[config.mk]
export PLATFORM = sky130hd
export DESIGN_NAME = wmsd_lane
export DESIGN_NICKNAME = d
export VERILOG_FILES = /design/src/rtl/wmsd_pkg.sv /design/src/rtl/wmsd_lane.sv
export SDC_FILE = /design/constraint.sdc
export NUM_CORES = 2
export LEC_CHECK = 0
export BUFFER_PORTS_ARGS = -buffer_cell sky130_fd_sc_hd__buf_2
export CAP_MARGIN = 20
export CORE_MARGIN = 10
export CORE_UTILIZATION = 65
export DETAILED_ROUTE_END_ITERATION = 12
export PLACE_DENSITY = 0.85
export SLEW_MARGIN = 40
export SYNTH_ARGS = -nofsm -noshare
export SYNTH_HDL_FRONTEND = slang
export SYNTH_SLANG_ARGS = --single-unit
[constraint.sdc]
create_clock -name clk_i -period 8.15 [get_ports clk_i]
set_clock_uncertainty 0.15 [all_clocks]
set_input_delay 0.815 -clock clk_i [delete_from_list [all_inputs] [get_ports clk_i]]
set_output_delay 0.815 -clock clk_i [all_outputs]
set_load 0.02 [all_outputs]
[src/rtl/wmsd_pkg.sv]
package wmsd_pkg;

  localparam int NCH     = 7;
  localparam int SMP_W   = 24;
  localparam int SUM_W   = 38;
  localparam int SQ_W    = 62;
  localparam int CFG_W   = 21;
  localparam int GAIN_W  = 16;
  localparam int DVD_W   = 76;
  localparam int MEAN_W  = 40;
  localparam int SIG_W   = 39;
  localparam int CH_W    = 3;
  localparam int LEN_O_W = 15;
  localparam int IDX_W   = 3;

  localparam logic [IDX_W-1:0] REG_WIN_LEN  = 3'd0;
  localparam logic [IDX_W-1:0] REG_WIN_OFF  = 3'd1;
  localparam logic [IDX_W-1:0] REG_BUF_LEN  = 3'd2;
  localparam logic [IDX_W-1:0] REG_AMP_GAIN = 3'd3;
  localparam logic [IDX_W-1:0] REG_POS_GAIN = 3'd4;

  localparam logic [CH_W-1:0] LAST_CH   = 3'd6;
  localparam logic [CH_W-1:0] FIRST_POS = 3'd5;

  typedef struct packed {
    logic valid;
    logic clr;
  } lane_ctrl_t;

endpackage

[src/rtl/wmsd_lane.sv]
module wmsd_lane
  import wmsd_pkg::*;
(
  input  logic                    clk_i,
  input  logic                    rst_ni,
  input  lane_ctrl_t              ctrl_i,
  input  logic signed [SMP_W-1:0] sample_i,
  output logic        [SUM_W-1:0] sum_o,
  output logic        [SQ_W-1:0]  sum_sq_o
);

  logic                      en1_q, en2_q;
  logic signed [SMP_W-1:0]   x_q, xs_q;
  logic        [2*SMP_W-1:0] sq_q;
  logic        [SUM_W-1:0]   sum_q;
  logic        [SQ_W-1:0]    sum_sq_q;

  always_ff @(posedge clk_i or negedge rst_ni) begin
    if (!rst_ni) begin
      en1_q    <= 1'b0;
      en2_q    <= 1'b0;
      sum_q    <= '0;
      sum_sq_q <= '0;
    end else begin
      en1_q <= ctrl_i.valid;
      en2_q <= en1_q;
      if (ctrl_i.clr) begin
        sum_q    <= '0;
        sum_sq_q <= '0;
      end else if (en2_q) begin
        sum_q    <= sum_q + SUM_W'(xs_q);
        sum_sq_q <= sum_sq_q + SQ_W'(sq_q);
      end
    end
  end

  always_ff @(posedge clk_i) begin
    if (ctrl_i.valid) begin
      x_q <= sample_i;
    end
    xs_q <= x_q;
    sq_q <= (2*SMP_W)'(x_q * x_q);
  end

  assign sum_o    = sum_q;
  assign sum_sq_o = sum_sq_q;

endmodule

==> impl_metrics.csv <==
group,metric,value,unit
floorplan,die_w,235.2,µm
drt,vias_per_cell,5.926,
drt,antenna_left,0,
clock_network,cts_max_level,4,
drt,wl_per_cell,20.88,µm
placed_design,place_inst,3850,
synthesis,synthSimpleGateAreaFrac,11.77,%
worst_setup_path,cp_num_buf_inv,4,
global_routing,grt_max_degree,109,
timing,setup_viol,0,
timing,setup-tns-final,0,ps
clock_network,cts_buffer_depth,2,
clock_network,insertion_delay,460,ps
clock_network,cts.sinks,196,
cells_and_area,drive_above_1_share,8.083,%
timing,max_freq,0.1261,GHz
global_routing,grt_pass1_vias,24780,
job,maxCapViolations,0,
cells_and_area,utilization,70.59,%
worst_setup_path,critPathMostFrequentCell,"fa_1",
synthesis,yosysSeqAreaShare,15.53,%
floorplan,coreArea,45580,µm²
clock_network,numCtsBuffers,17,
synthesis,yosysWarningCount,0,
global_routing,grt_usage,29.66,%
cells_and_area,synthToLayoutAreaGrowth,6.879,%
placed_design,preCtsSetupSlack,-12.26,ps
placed_design,io_buffers,127,
synthesis,synth_edf_count,24,
outcome,status,"finished clean",
worst_setup_path,crit_required,8370,ps
cells_and_area,mostFrequentLayoutCells,"706 x inv_1, 556 x fa_1, 257 x nand2_1",
synthesis,syn-num-nets,3993,
synthesis,yosysUniqueCellTypes,81,
floorplan,die_y,235.2,µm
floorplan,fp-row-count,78,
synthesis,synth_compound_area_share,10.20,%
synthesis,syn_inst,3175,
synthesis,netlist_area,30100,µm²
synthesis,ys_seq_elements,196,
synthesis,synth_top_family_by_area,"adder cells",
cells_and_area,fill_cells,3295,
timing,tightest_slew,840.1,ps
drt,drc_errors,0,
worst_setup_path,cpPeakStageDelay,560,ps
timing,maxSlewViolCount,0,
timing,timing_hold_violations_final,0,
floorplan,die-area,55320,µm²
floorplan,ios,128,
floorplan,initial_core_util,66.05,%
synthesis,synthAdderAreaFrac,46.70,%
cells_and_area,layout_commonest_cell,"inv_1",
hold_path,holdCritPathClass,"input port to async pin",
placed_design,dp_hpwl,67360,µm
timing,post-route-period-util,97.29,%
clock_network,cts-root-buf,"clkbuf_16",
global_routing,grt.overflow.total,0,
clock_network,hold_buffers,0,
synthesis,syn_avg_cell_area,9.481,µm²
drt,routed-via-count,23090,
cells_and_area,fin_cells,3896,
synthesis,synth_xor_xnor_area_share,3.550,%
global_routing,grt_pass1_wl,131900,µm
placed_design,gp_congestion,1.009,
drt,dr.pass1.iters,8,
worst_setup_path,cp_cell_sequence,"buf_4 -> buf_4 -> and2_1 -> inv_1 -> fa_1 -> fa_1 -> inv_1 -> fa_1 -> ha_1 -> fa_1 -> fa_1 -> fa_1 -> ha_1 -> a2111oi_1 -> o21ai_1 -> a41oi_2 -> o21ai_2 -> a2111oi_2 -> o21ai_1 -> o41a_1 -> a221oi_2 -> xnor2_1",
worst_setup_path,worst-endpoint-arrival,8150,ps
clock_network,cts_tree,"built",
worst_setup_path,path_delay_family,"adder cells",
worst_setup_path,worstSetupEndpointType,"flip-flop",
timing,setup_ws,220.8,ps
worst_setup_path,start_kind,"flip-flop",
drt,drt_wl_total,81370,µm
synthesis,ys.flop_type,"dfrtp_1",
worst_setup_path,path_class,"flip-flop to flip-flop",
drt,initialDrtViolationCount,2199,
synthesis,synth_mux_area_share,2.049,%
synthesis,async_flop_share,52.04,%
worst_setup_path,cp_slowest_cell,"fa_1",
clock_network,clk_pin_slew_worst_paths,80,ps
timing,fin_crit,7929,ps
worst_setup_path,crit_fanout,15,
timing,relSlewSlack,43.99,%
global_routing,grt_antenna_before_repair,7,
cells_and_area,final_nets,4096,
## flip-flops by register name (all words and copies together) (netlist names)
register / cells
en1_q: 1
sq_q: 47
x_q: 24
xs_q: 23
en2_q: 1
sum_o: 38
sum_sq_o: 62
## worst reg2reg max path, cell delays in order (launching register included)
cell	delay, ps
edfxtp_1	330
buf_4	220
buf_4	290
and2_1	210
inv_1	70
fa_1	520
fa_1	560
inv_1	60
fa_1	490
ha_1	200
fa_1	470
fa_1	560
fa_1	450
ha_1	400
a2111oi_1	430
o21ai_1	200
a41oi_2	320
o21ai_2	190
a2111oi_2	490
o21ai_1	210
o41a_1	510
a221oi_2	340
xnor2_1	180
## final cells by class
type	instances	area, µm²	area share (%)
multi-input combinational	2171	22370	69.53
sequential	196	4678	14.54
inverter	706	2650	8.237
timing repair buffer	186	1122	3.489
tap	600	750.7	2.333
clock buffer	17	425.4	1.322
clock inverter	15	165.2	0.5134
antenna	5	12.51	0.03889
## path summary, 6_finish.rpt
| check | startpoint | endpoint | slack, ps | cells past startpoint |
|---|---|---|---|---|
| max reg2reg | x_q[2] | sq_q[46] | 220 | 22 |
| max in group asynchronous | rst_ni | en2_q | 6530 | 2 |
| min reg2reg | en1_q | en2_q | 200 | 0 |
| max | x_q[2] | sq_q[46] | 220 | 22 |
| min in group clk_i | en1_q | en2_q | 200 | 0 |
| min | rst_ni | sum_sq_o[5] | 160 | 1 |
## timing repair
action | 4_1_cts | 5_1_grt
pin swaps | 0 | 1
endpoints found under the setup margin | 2 | 6
setup buffers | 4 | 5
hold endpoints to repair | 0 | 0
cloned | 0 | 0
gates resized for setup | 0 | 5
## per-layer routing
layer  up-vias  global-route usage, %  wire (µm)  part of all wire, %
met3       185                  6.692       8135                   10
met4         4                  11.27       2850                  3.5
li1      10180                      -          -                    -
met2      1139                  47.93      38640                   47
met1     11580                  38.45      31710                   39
met5         -                      0         27                0.033
## through the flow
stage	hold slack, ps	instance area [µm²]
floorplan	181.2	30100
global placement	187.5	31470
detailed placement	188.7	31470
CTS	203.3	32110
global route	209.2	32170
finish	162.7	32170
## Yosys cell counts, drive strengths merged, types with 36 or more instances
library cell	n	area [µm²]
inv	706	2650
dfxtp	70	1401
dfrtp	102	2552
fa	556	11130
nand3	44	220.2
and2	96	605.6
xnor2	86	753.2
mux2i	47	470.5
clkbuf	87	327.8
xor2	36	315.3
nor2	181	679.4
nand2	257	964.7
ha	234	2928
a21oi	135	675.7
a21o	57	429.2
o21ai	73	369.1
## logic make-up (layout without fill, tap and decap cells)
family	count (synthesis)	in the layout
buffers and inverters	808	924
adders and majority gates	790	790
and+or+nand+nor	744	744
AOI/OAI and AO/OA	455	455
DFF	196	196
xor gates and xnor gates	122	122
muxes	60	60
other	0	5
Power is left out: the tool's default activity adds up to more than one toggle a clock period on the data nets, which glitch-free logic cannot reach.
