[src/rtl/wmsd_pkg.sv]
package wmsd_pkg;

  localparam int NCH     = 7;
  localparam int SMP_W   = 24;
  localparam int SUM_W   = 38;
  localparam int SQ_W    = 62;
  localparam int CFG_W   = 21;
  localparam int GAIN_W  = 16;
  localparam int DVD_W   = 76;
  localparam int MEAN_W  = 40;
  localparam int SIG_W   = 39;
  localparam int CH_W    = 3;
  localparam int LEN_O_W = 15;
  localparam int IDX_W   = 3;

  localparam logic [IDX_W-1:0] REG_WIN_LEN  = 3'd0;
  localparam logic [IDX_W-1:0] REG_WIN_OFF  = 3'd1;
  localparam logic [IDX_W-1:0] REG_BUF_LEN  = 3'd2;
  localparam logic [IDX_W-1:0] REG_AMP_GAIN = 3'd3;
  localparam logic [IDX_W-1:0] REG_POS_GAIN = 3'd4;

  localparam logic [CH_W-1:0] LAST_CH   = 3'd6;
  localparam logic [CH_W-1:0] FIRST_POS = 3'd5;

  typedef struct packed {
    logic valid;
    logic clr;
  } lane_ctrl_t;

endpackage

[src/rtl/wmsd_div.sv]
module wmsd_div
  import wmsd_pkg::*;
(
  input  logic             clk_i,
  input  logic             rst_ni,
  input  logic             start_i,
  input  logic [DVD_W-1:0] dividend_i,
  input  logic [CFG_W-1:0] divisor_i,
  output logic             done_o,
  output logic [DVD_W-1:0] quotient_o
);

  localparam int CNT_W = $clog2(DVD_W + 1);

  logic             busy_q, done_q;
  logic [CNT_W-1:0] cnt_q;
  logic [DVD_W-1:0] dvd_q;
  logic [CFG_W-1:0] rem_q;
  logic [CFG_W:0]   rw;
  logic             ge;

  assign rw = {rem_q, dvd_q[DVD_W-1]};
  assign ge = (rw >= {1'b0, divisor_i});

  always_ff @(posedge clk_i or negedge rst_ni) begin
    if (!rst_ni) begin
      busy_q <= 1'b0;
      done_q <= 1'b0;
      cnt_q  <= '0;
    end else begin
      done_q <= busy_q && (cnt_q == CNT_W'(1));
      if (start_i) begin
        busy_q <= 1'b1;
        cnt_q  <= CNT_W'(DVD_W);
      end else if (busy_q) begin
        cnt_q <= cnt_q - CNT_W'(1);
        if (cnt_q == CNT_W'(1)) begin
          busy_q <= 1'b0;
        end
      end
    end
  end

  always_ff @(posedge clk_i) begin
    if (start_i) begin
      dvd_q <= dividend_i;
      rem_q <= '0;
    end else if (busy_q) begin
      rem_q <= ge ? CFG_W'(rw - {1'b0, divisor_i}) : rw[CFG_W-1:0];
      dvd_q <= {dvd_q[DVD_W-2:0], ge};
    end
  end

  assign done_o     = done_q;
  assign quotient_o = dvd_q;

endmodule

[src/rtl/wmsd_stats.sv]
module wmsd_stats
  import wmsd_pkg::*;
(
  input  logic              clk_i,
  input  logic              rst_ni,
  input  logic              start_i,
  input  logic [SUM_W-1:0]  sum_i,
  input  logic [SQ_W-1:0]   sum_sq_i,
  input  logic [CFG_W-1:0]  len_i,
  input  logic [GAIN_W-1:0] amp_gain_i,
  input  logic [GAIN_W-1:0] pos_gain_i,
  input  logic              out_ready_i,
  output logic [CH_W-1:0]   ch_o,
  output logic              out_valid_o,
  output logic [MEAN_W-1:0] mean_o,
  output logic [SIG_W-1:0]  sigma_o,
  output logic              last_o,
  output logic              clr_o
);

  typedef enum logic [3:0] {
    ST_IDLE, ST_LOAD, ST_DIVM, ST_SQR, ST_DIVS, ST_DIVV,
    ST_ROOT, ST_SCALE, ST_SAT, ST_OUT
  } state_e;

  localparam int SQC_W = $clog2(SUM_W + 1);
  localparam int MM_W  = SUM_W + GAIN_W;
  localparam int SM_W  = 32 + GAIN_W;
  localparam logic [MM_W-1:0] MEAN_POS_MAX = MM_W'((64'd1 << (MEAN_W - 1)) - 64'd1);
  localparam logic [MM_W-1:0] MEAN_NEG_MAX = MM_W'(64'd1 << (MEAN_W - 1));
  localparam logic [SM_W-1:0] SIG_MAX      = SM_W'((64'd1 << SIG_W) - 64'd1);

  state_e            state_q;
  logic [CH_W-1:0]   ch_q;
  logic              neg_q;
  logic [SUM_W-1:0]  a_q, mq_q, mpl_q;
  logic [SQ_W-1:0]   sq_q;
  logic [DVD_W-1:0]  mcand_q, prod_q;
  logic [SQC_W-1:0]  sqc_q;
  logic [63:0]       v_q, r_q, bit_q;
  logic [MM_W-1:0]   mm_q;
  logic [SM_W-1:0]   sm_q;
  logic              div_start_q;
  logic [DVD_W-1:0]  div_dvd_q;
  logic              div_done;
  logic [DVD_W-1:0]  div_quo;
  logic              out_valid_q, last_q, clr_q;
  logic [MEAN_W-1:0] mean_q;
  logic [SIG_W-1:0]  sigma_q;
  logic [GAIN_W-1:0] gain;
  logic [63:0]       rt;
  logic [SUM_W-1:0]  sabs;

  assign gain = (ch_q < FIRST_POS) ? amp_gain_i : pos_gain_i;
  assign rt   = r_q + bit_q;
  assign sabs = sum_i[SUM_W-1] ? SUM_W'(-sum_i) : sum_i;

  wmsd_div u_div (
    .clk_i      (clk_i),
    .rst_ni     (rst_ni),
    .start_i    (div_start_q),
    .dividend_i (div_dvd_q),
    .divisor_i  (len_i),
    .done_o     (div_done),
    .quotient_o (div_quo)
  );

  always_ff @(posedge clk_i or negedge rst_ni) begin
    if (!rst_ni) begin
      state_q     <= ST_IDLE;
      ch_q        <= '0;
      div_start_q <= 1'b0;
      out_valid_q <= 1'b0;
      last_q      <= 1'b0;
      clr_q       <= 1'b0;
    end else begin
      div_start_q <= 1'b0;
      clr_q       <= 1'b0;
      case (state_q)
        ST_IDLE: begin
          if (start_i) begin
            ch_q    <= '0;
            state_q <= ST_LOAD;
          end
        end
        ST_LOAD: begin
          neg_q       <= sum_i[SUM_W-1];
          a_q         <= sabs;
          sq_q        <= sum_sq_i;
          div_dvd_q   <= DVD_W'(sabs);
          div_start_q <= 1'b1;
          state_q     <= ST_DIVM;
        end
        ST_DIVM: begin
          if (div_done) begin
            mq_q    <= div_quo[SUM_W-1:0];
            prod_q  <= '0;
            mcand_q <= DVD_W'(a_q);
            mpl_q   <= a_q;
            sqc_q   <= '0;
            state_q <= ST_SQR;
          end
        end
        ST_SQR: begin
          if (mpl_q[0]) begin
            prod_q <= prod_q + mcand_q;
          end
          mcand_q <= {mcand_q[DVD_W-2:0], 1'b0};
          mpl_q   <= {1'b0, mpl_q[SUM_W-1:1]};
          sqc_q   <= sqc_q + SQC_W'(1);
          if (sqc_q == SQC_W'(SUM_W - 1)) begin
            state_q <= ST_DIVS;
          end
        end
        ST_DIVS: begin
          if (sqc_q == SQC_W'(SUM_W)) begin
            div_dvd_q   <= prod_q;
            div_start_q <= 1'b1;
            sqc_q       <= '0;
          end else if (div_done) begin
            if (DVD_W'(sq_q) > div_quo) begin
              div_dvd_q   <= DVD_W'(sq_q - div_quo[SQ_W-1:0]);
              div_start_q <= 1'b1;
              state_q     <= ST_DIVV;
            end else begin
              v_q     <= '0;
              r_q     <= '0;
              bit_q   <= 64'd1 << 62;
              state_q <= ST_ROOT;
            end
          end
        end
        ST_DIVV: begin
          if (div_done) begin
            v_q     <= 64'(div_quo[SQ_W-1:0]);
            r_q     <= '0;
            bit_q   <= 64'd1 << 62;
            state_q <= ST_ROOT;
          end
        end
        ST_ROOT: begin
          if (v_q >= rt) begin
            v_q <= v_q - rt;
            r_q <= (r_q >> 1) + bit_q;
          end else begin
            r_q <= r_q >> 1;
          end
          bit_q <= bit_q >> 2;
          if (bit_q == 64'd1) begin
            state_q <= ST_SCALE;
          end
        end
        ST_SCALE: begin
          mm_q    <= MM_W'(mq_q * gain);
          sm_q    <= SM_W'(r_q[31:0] * gain);
          state_q <= ST_SAT;
        end
        ST_SAT: begin
          if (neg_q) begin
            mean_q <= (mm_q > MEAN_NEG_MAX) ? MEAN_W'(-MEAN_NEG_MAX) : MEAN_W'(-mm_q);
          end else begin
            mean_q <= (mm_q > MEAN_POS_MAX) ? MEAN_W'(MEAN_POS_MAX) : MEAN_W'(mm_q);
          end
          sigma_q     <= (sm_q > SIG_MAX) ? SIG_W'(SIG_MAX) : SIG_W'(sm_q);
          last_q      <= (ch_q == LAST_CH);
          out_valid_q <= 1'b1;
          state_q     <= ST_OUT;
        end
        ST_OUT: begin
          if (out_ready_i) begin
            out_valid_q <= 1'b0;
            if (ch_q == LAST_CH) begin
              clr_q   <= 1'b1;
              state_q <= ST_IDLE;
            end else begin
              ch_q    <= ch_q + CH_W'(1);
              state_q <= ST_LOAD;
            end
          end
        end
        default: begin
          state_q <= ST_IDLE;
        end
      endcase
    end
  end

  assign ch_o        = ch_q;
  assign out_valid_o = out_valid_q;
  assign mean_o      = mean_q;
  assign sigma_o     = sigma_q;
  assign last_o      = last_q;
  assign clr_o       = clr_q;

endmodule

[config.mk]
export PLATFORM = sky130hd
export DESIGN_NAME = wmsd_stats
export DESIGN_NICKNAME = d
export VERILOG_FILES = /design/src/rtl/wmsd_pkg.sv /design/src/rtl/wmsd_div.sv /design/src/rtl/wmsd_stats.sv
export SDC_FILE = /design/constraint.sdc
export NUM_CORES = 2
export LEC_CHECK = 0
export BUFFER_PORTS_ARGS = -buffer_cell sky130_fd_sc_hd__buf_4
export CAP_MARGIN = 20
export CORE_ASPECT_RATIO = 0.8
export CORE_UTILIZATION = 45
export DETAILED_ROUTE_END_ITERATION = 6
export SLEW_MARGIN = 20
export SYNTH_ARGS = -nofsm -noshare
export SYNTH_HDL_FRONTEND = slang
export SYNTH_SLANG_ARGS = --single-unit
export TNS_END_PERCENT = 50
[constraint.sdc]
create_clock -name clk_i -period 8.6 [get_ports clk_i]
set_clock_uncertainty 0.1 [all_clocks]
set_input_delay 0.43 -clock clk_i [delete_from_list [all_inputs] [get_ports clk_i]]
set_output_delay 0.43 -clock clk_i [all_outputs]
set_load 0.05 [all_outputs]
==> results.sh <==
export IMPL_synth_common_cells="1509 x nand2_1, 1272 x inv_1, 924 x fa_1, 828 x edfxtp_1, 543 x ha_1"
export IMPL_async_flop_share_pct=2.30
export IMPL_ant_nets=0
export IMPL_dpl_hpwl_um=195000
export IMPL_r2r_start="ch_o[1]"
export IMPL_rrSetupSlack_ns=0.40
export IMPL_maxSlewViolCount=0
export IMPL_hold_start="len_i[1]"
export IMPL_rsz0062_at_grt="false"
export IMPL_fin_crit_sh_pct=95.3
export IMPL_nFillCells=17700
export IMPL_cp_required_ns=8.95
export IMPL_period_minus_slack_ns=8.20
export IMPL_fp_dieH_um=394
export IMPL_dieArea_sq_mm=0.194
export IMPL_grt_pass1_wl_um=396000
export IMPL_start_kind="flip-flop"
export IMPL_endpoint_kind="flip-flop"
export IMPL_io_buffers=241
export IMPL_grt_pass1_vias=67800
export IMPL_crit_type="flip-flop to flip-flop"
export IMPL_ys_warn_count=0
export IMPL_fin_nets=11000
export IMPL_netlist_area_leader_share_pct=28.7
export IMPL_num_vias=66900
export IMPL_ctsLongestPathBuffers=3
export IMPL_r2r_end="mm_q[38]"
export IMPL_max_slew_margin_pct=30.0
export IMPL_drive_above_1_share_pct=7.37
export IMPL_ys_flop_type="edfxtp_1"
export IMPL_syn2layout_area_growth_pct=10.5
export IMPL_yosysMostFrequentCell="nand2_1"
export IMPL_synth_edf_count=828
export IMPL_max_clock_freq_ghz=0.122
export IMPL_htreeDepth=3
export IMPL_r2r_cells=27
export IMPL_multi_input_area_sq_mm=0.0545
export IMPL_cts_made_buffers=99
export IMPL_routed_wl_um=253000
export IMPL_min_to="u_div.rem_q[1]"
export IMPL_cts_root_buf="clkbuf_16"
export IMPL_cts_setup_buffers=0
export IMPL_ys_top_cells_by_area="edfxtp_1 29%, fa_1 21%, ha_1 7.8%"
export IMPL_antenna_found_initial=20
export IMPL_crit_fanout=38
export IMPL_ys_ff_latch=869
export IMPL_cts_sinks=869
export IMPL_syn_inst=9259
export IMPL_drc=0
export IMPL_cts_tree="built"
export IMPL_start_util_pct=45.4
export IMPL_hold_depth=5
export IMPL_hold_class="primary input to flip-flop"
export IMPL_final_seq_area_sq_mm=0.0258
export IMPL_setup_viol=0
export IMPL_hold_viol=0
export IMPL_grt_overflow=0
export IMPL_fin_tns_setup_ns=0
export IMPL_track_usage_pct=26.1
export IMPL_drt_pass1_iterations=6
export IMPL_fp_coreArea_sq_mm=0.191
export IMPL_rows=143
export IMPL_path_clk_slew_ns=0.06
export IMPL_gp_congestion=0.953
export IMPL_routed_via_density=5.58
export IMPL_syn_nets=10900
export IMPL_grt_max_degree=89
export IMPL_dieWidth_um=492
export IMPL_worst_pin_slew_ns=1.05
export IMPL_ys_types=93
export IMPL_avgSynthCellArea_sq_um=9.35
export IMPL_worstSkewPairLatency_ns=0.79
export IMPL_yosys_area_top_type="edfxtp_1"
export IMPL_wl_per_cell_um=21.0
export IMPL_cap_viol_max_count=0
export IMPL_drt_iter0_drc=5682
export IMPL_yosysSeqAreaShare_pct=29.8
export IMPL_worstPathArrival_ns=8.54
export IMPL_status="completed"
export IMPL_io_pins=242
export IMPL_syn_cell_area_sq_mm=0.0866
## metal layers
| metal | global-route usage, % | vias up | wire [um] |
|---|---|---|---|
| met2 | 41.1 | 2229 | 114000 |
| met3 | 3.58 | 371 | 16300 |
| met4 | 8.01 | 6 | 8230 |
| met5 | 0 | - | 35 |
| li1 | - | 31000 | - |
| met1 | 37.2 | 33400 | 114000 |
## worst max path at each step
stage               start        to
2_1_floorplan  state_q[0]   mm_q[0]
3_3_place_gp      ch_o[1]  sm_q[44]
3_5_place_dp      ch_o[1]  mm_q[53]
4_1_cts           ch_o[1]  mm_q[53]
5_1_grt           ch_o[1]  mm_q[53]
6_report          ch_o[1]  mm_q[38]
## cell type report
cell class | count | share of cell area, %
clock buffers | 112 | 2.64
inverters | 1273 | 5.00
diodes | 12 | 0.0314
well taps | 2537 | 3.32
multi-input cells | 6672 | 57.0
flip-flops and latches | 869 | 27.0
clock inverters | 70 | 1.03
repair buffers | 463 | 4.05
## state kept, by name, indices dropped and copies added, names as in the netlist, 32 cells and up
name / flops
mm_q: 54
sq_q: 62
mcand_q: 76
a_q: 38
prod_q: 76
sm_q: 48
mpl_q: 38
div_dvd_q: 76
u_div.quotient_o: 76
mq_q: 38
bit_q: 32
v_q: 64
r_q: 64
sigma_o: 39
mean_o: 40
## cells in the final DEF, fill, tap and decap left out, types with 56 or more instances in the layout
cell              n
nor2b_1          56
o21ai_0         443
nor3_1          107
xor2_1          197
o21bai_1         75
o21a_1           56
nand2_1        1508
nor2_1          441
a211oi_1         69
or2_2            56
inv_1          1270
buf_4           358
nand4_1          92
clkbuf_16        99
ha_1            543
edfxtp_1        828
a21o_1          217
a31oi_1          87
dlygate4sd3_1    87
a21oi_1         443
xnor2_1         242
nand3_1          95
fa_1            924
and2_1          437
## cell families after synthesis
| kind of cell | Yosys count | share of synthesized area (%) |
|---|---|---|
| fa+ha+maj | 1467 | 29.2 |
| xor+xnor | 439 | 4.44 |
| mux | 56 | 0.694 |
| simple gates | 3026 | 16.1 |
| compound gates | 1684 | 12.3 |
| buf+inv | 1718 | 7.49 |
| flops | 869 | 29.8 |
## per-stage QoR
stage | utilization (%) | hold slack, ns | instances | worst slack (ns) | cell area, sq um
detailed placement | 47.8 | 0.287 | 11700 | 0.179 | 91200
global placement | 47.8 | 0.285 | 11700 | 0.289 | 91100
floorplan | - | 0.0344 | 9259 | 0.205 | 86600
CTS | 50.1 | 0.0146 | 12000 | 0.114 | 95500
global route | 50.2 | 0.0339 | 12000 | 0.00510 | 95600
finish | 50.2 | 0.0631 | 12000 | 0.403 | 95600
## repair_timing
item	4_1_cts	5_1_grt
hold buffers	87	0
gates resized for setup	0	14
endpoints found under the setup margin	0	14
hold endpoints to repair	105	0
## critical path: stages, from the launching register on
cell       delay (ns)
dfrtp_1          0.44
o21ai_2          0.17
buf_6            0.23
mux2_2           0.48
buf_12           0.22
and2_1           0.20
fa_1             0.54
inv_1            0.05
fa_1             0.50
fa_1             0.51
inv_1            0.05
fa_1             0.47
fa_1             0.57
inv_1            0.06
fa_1             0.53
inv_1            0.04
ha_1             0.38
o21ai_0          0.18
a21oi_1          0.12
o2111ai_1        0.24
o32a_1           0.18
o31a_1           0.24
o211ai_1         0.17
a21o_1           0.20
a21oi_1          0.21
nor3_1           0.08
a2111oi_0        0.55
xnor2_1          0.12
Power is not shown: default switching activity piles up to over one toggle a cycle in this logic, so the estimate is an artifact.
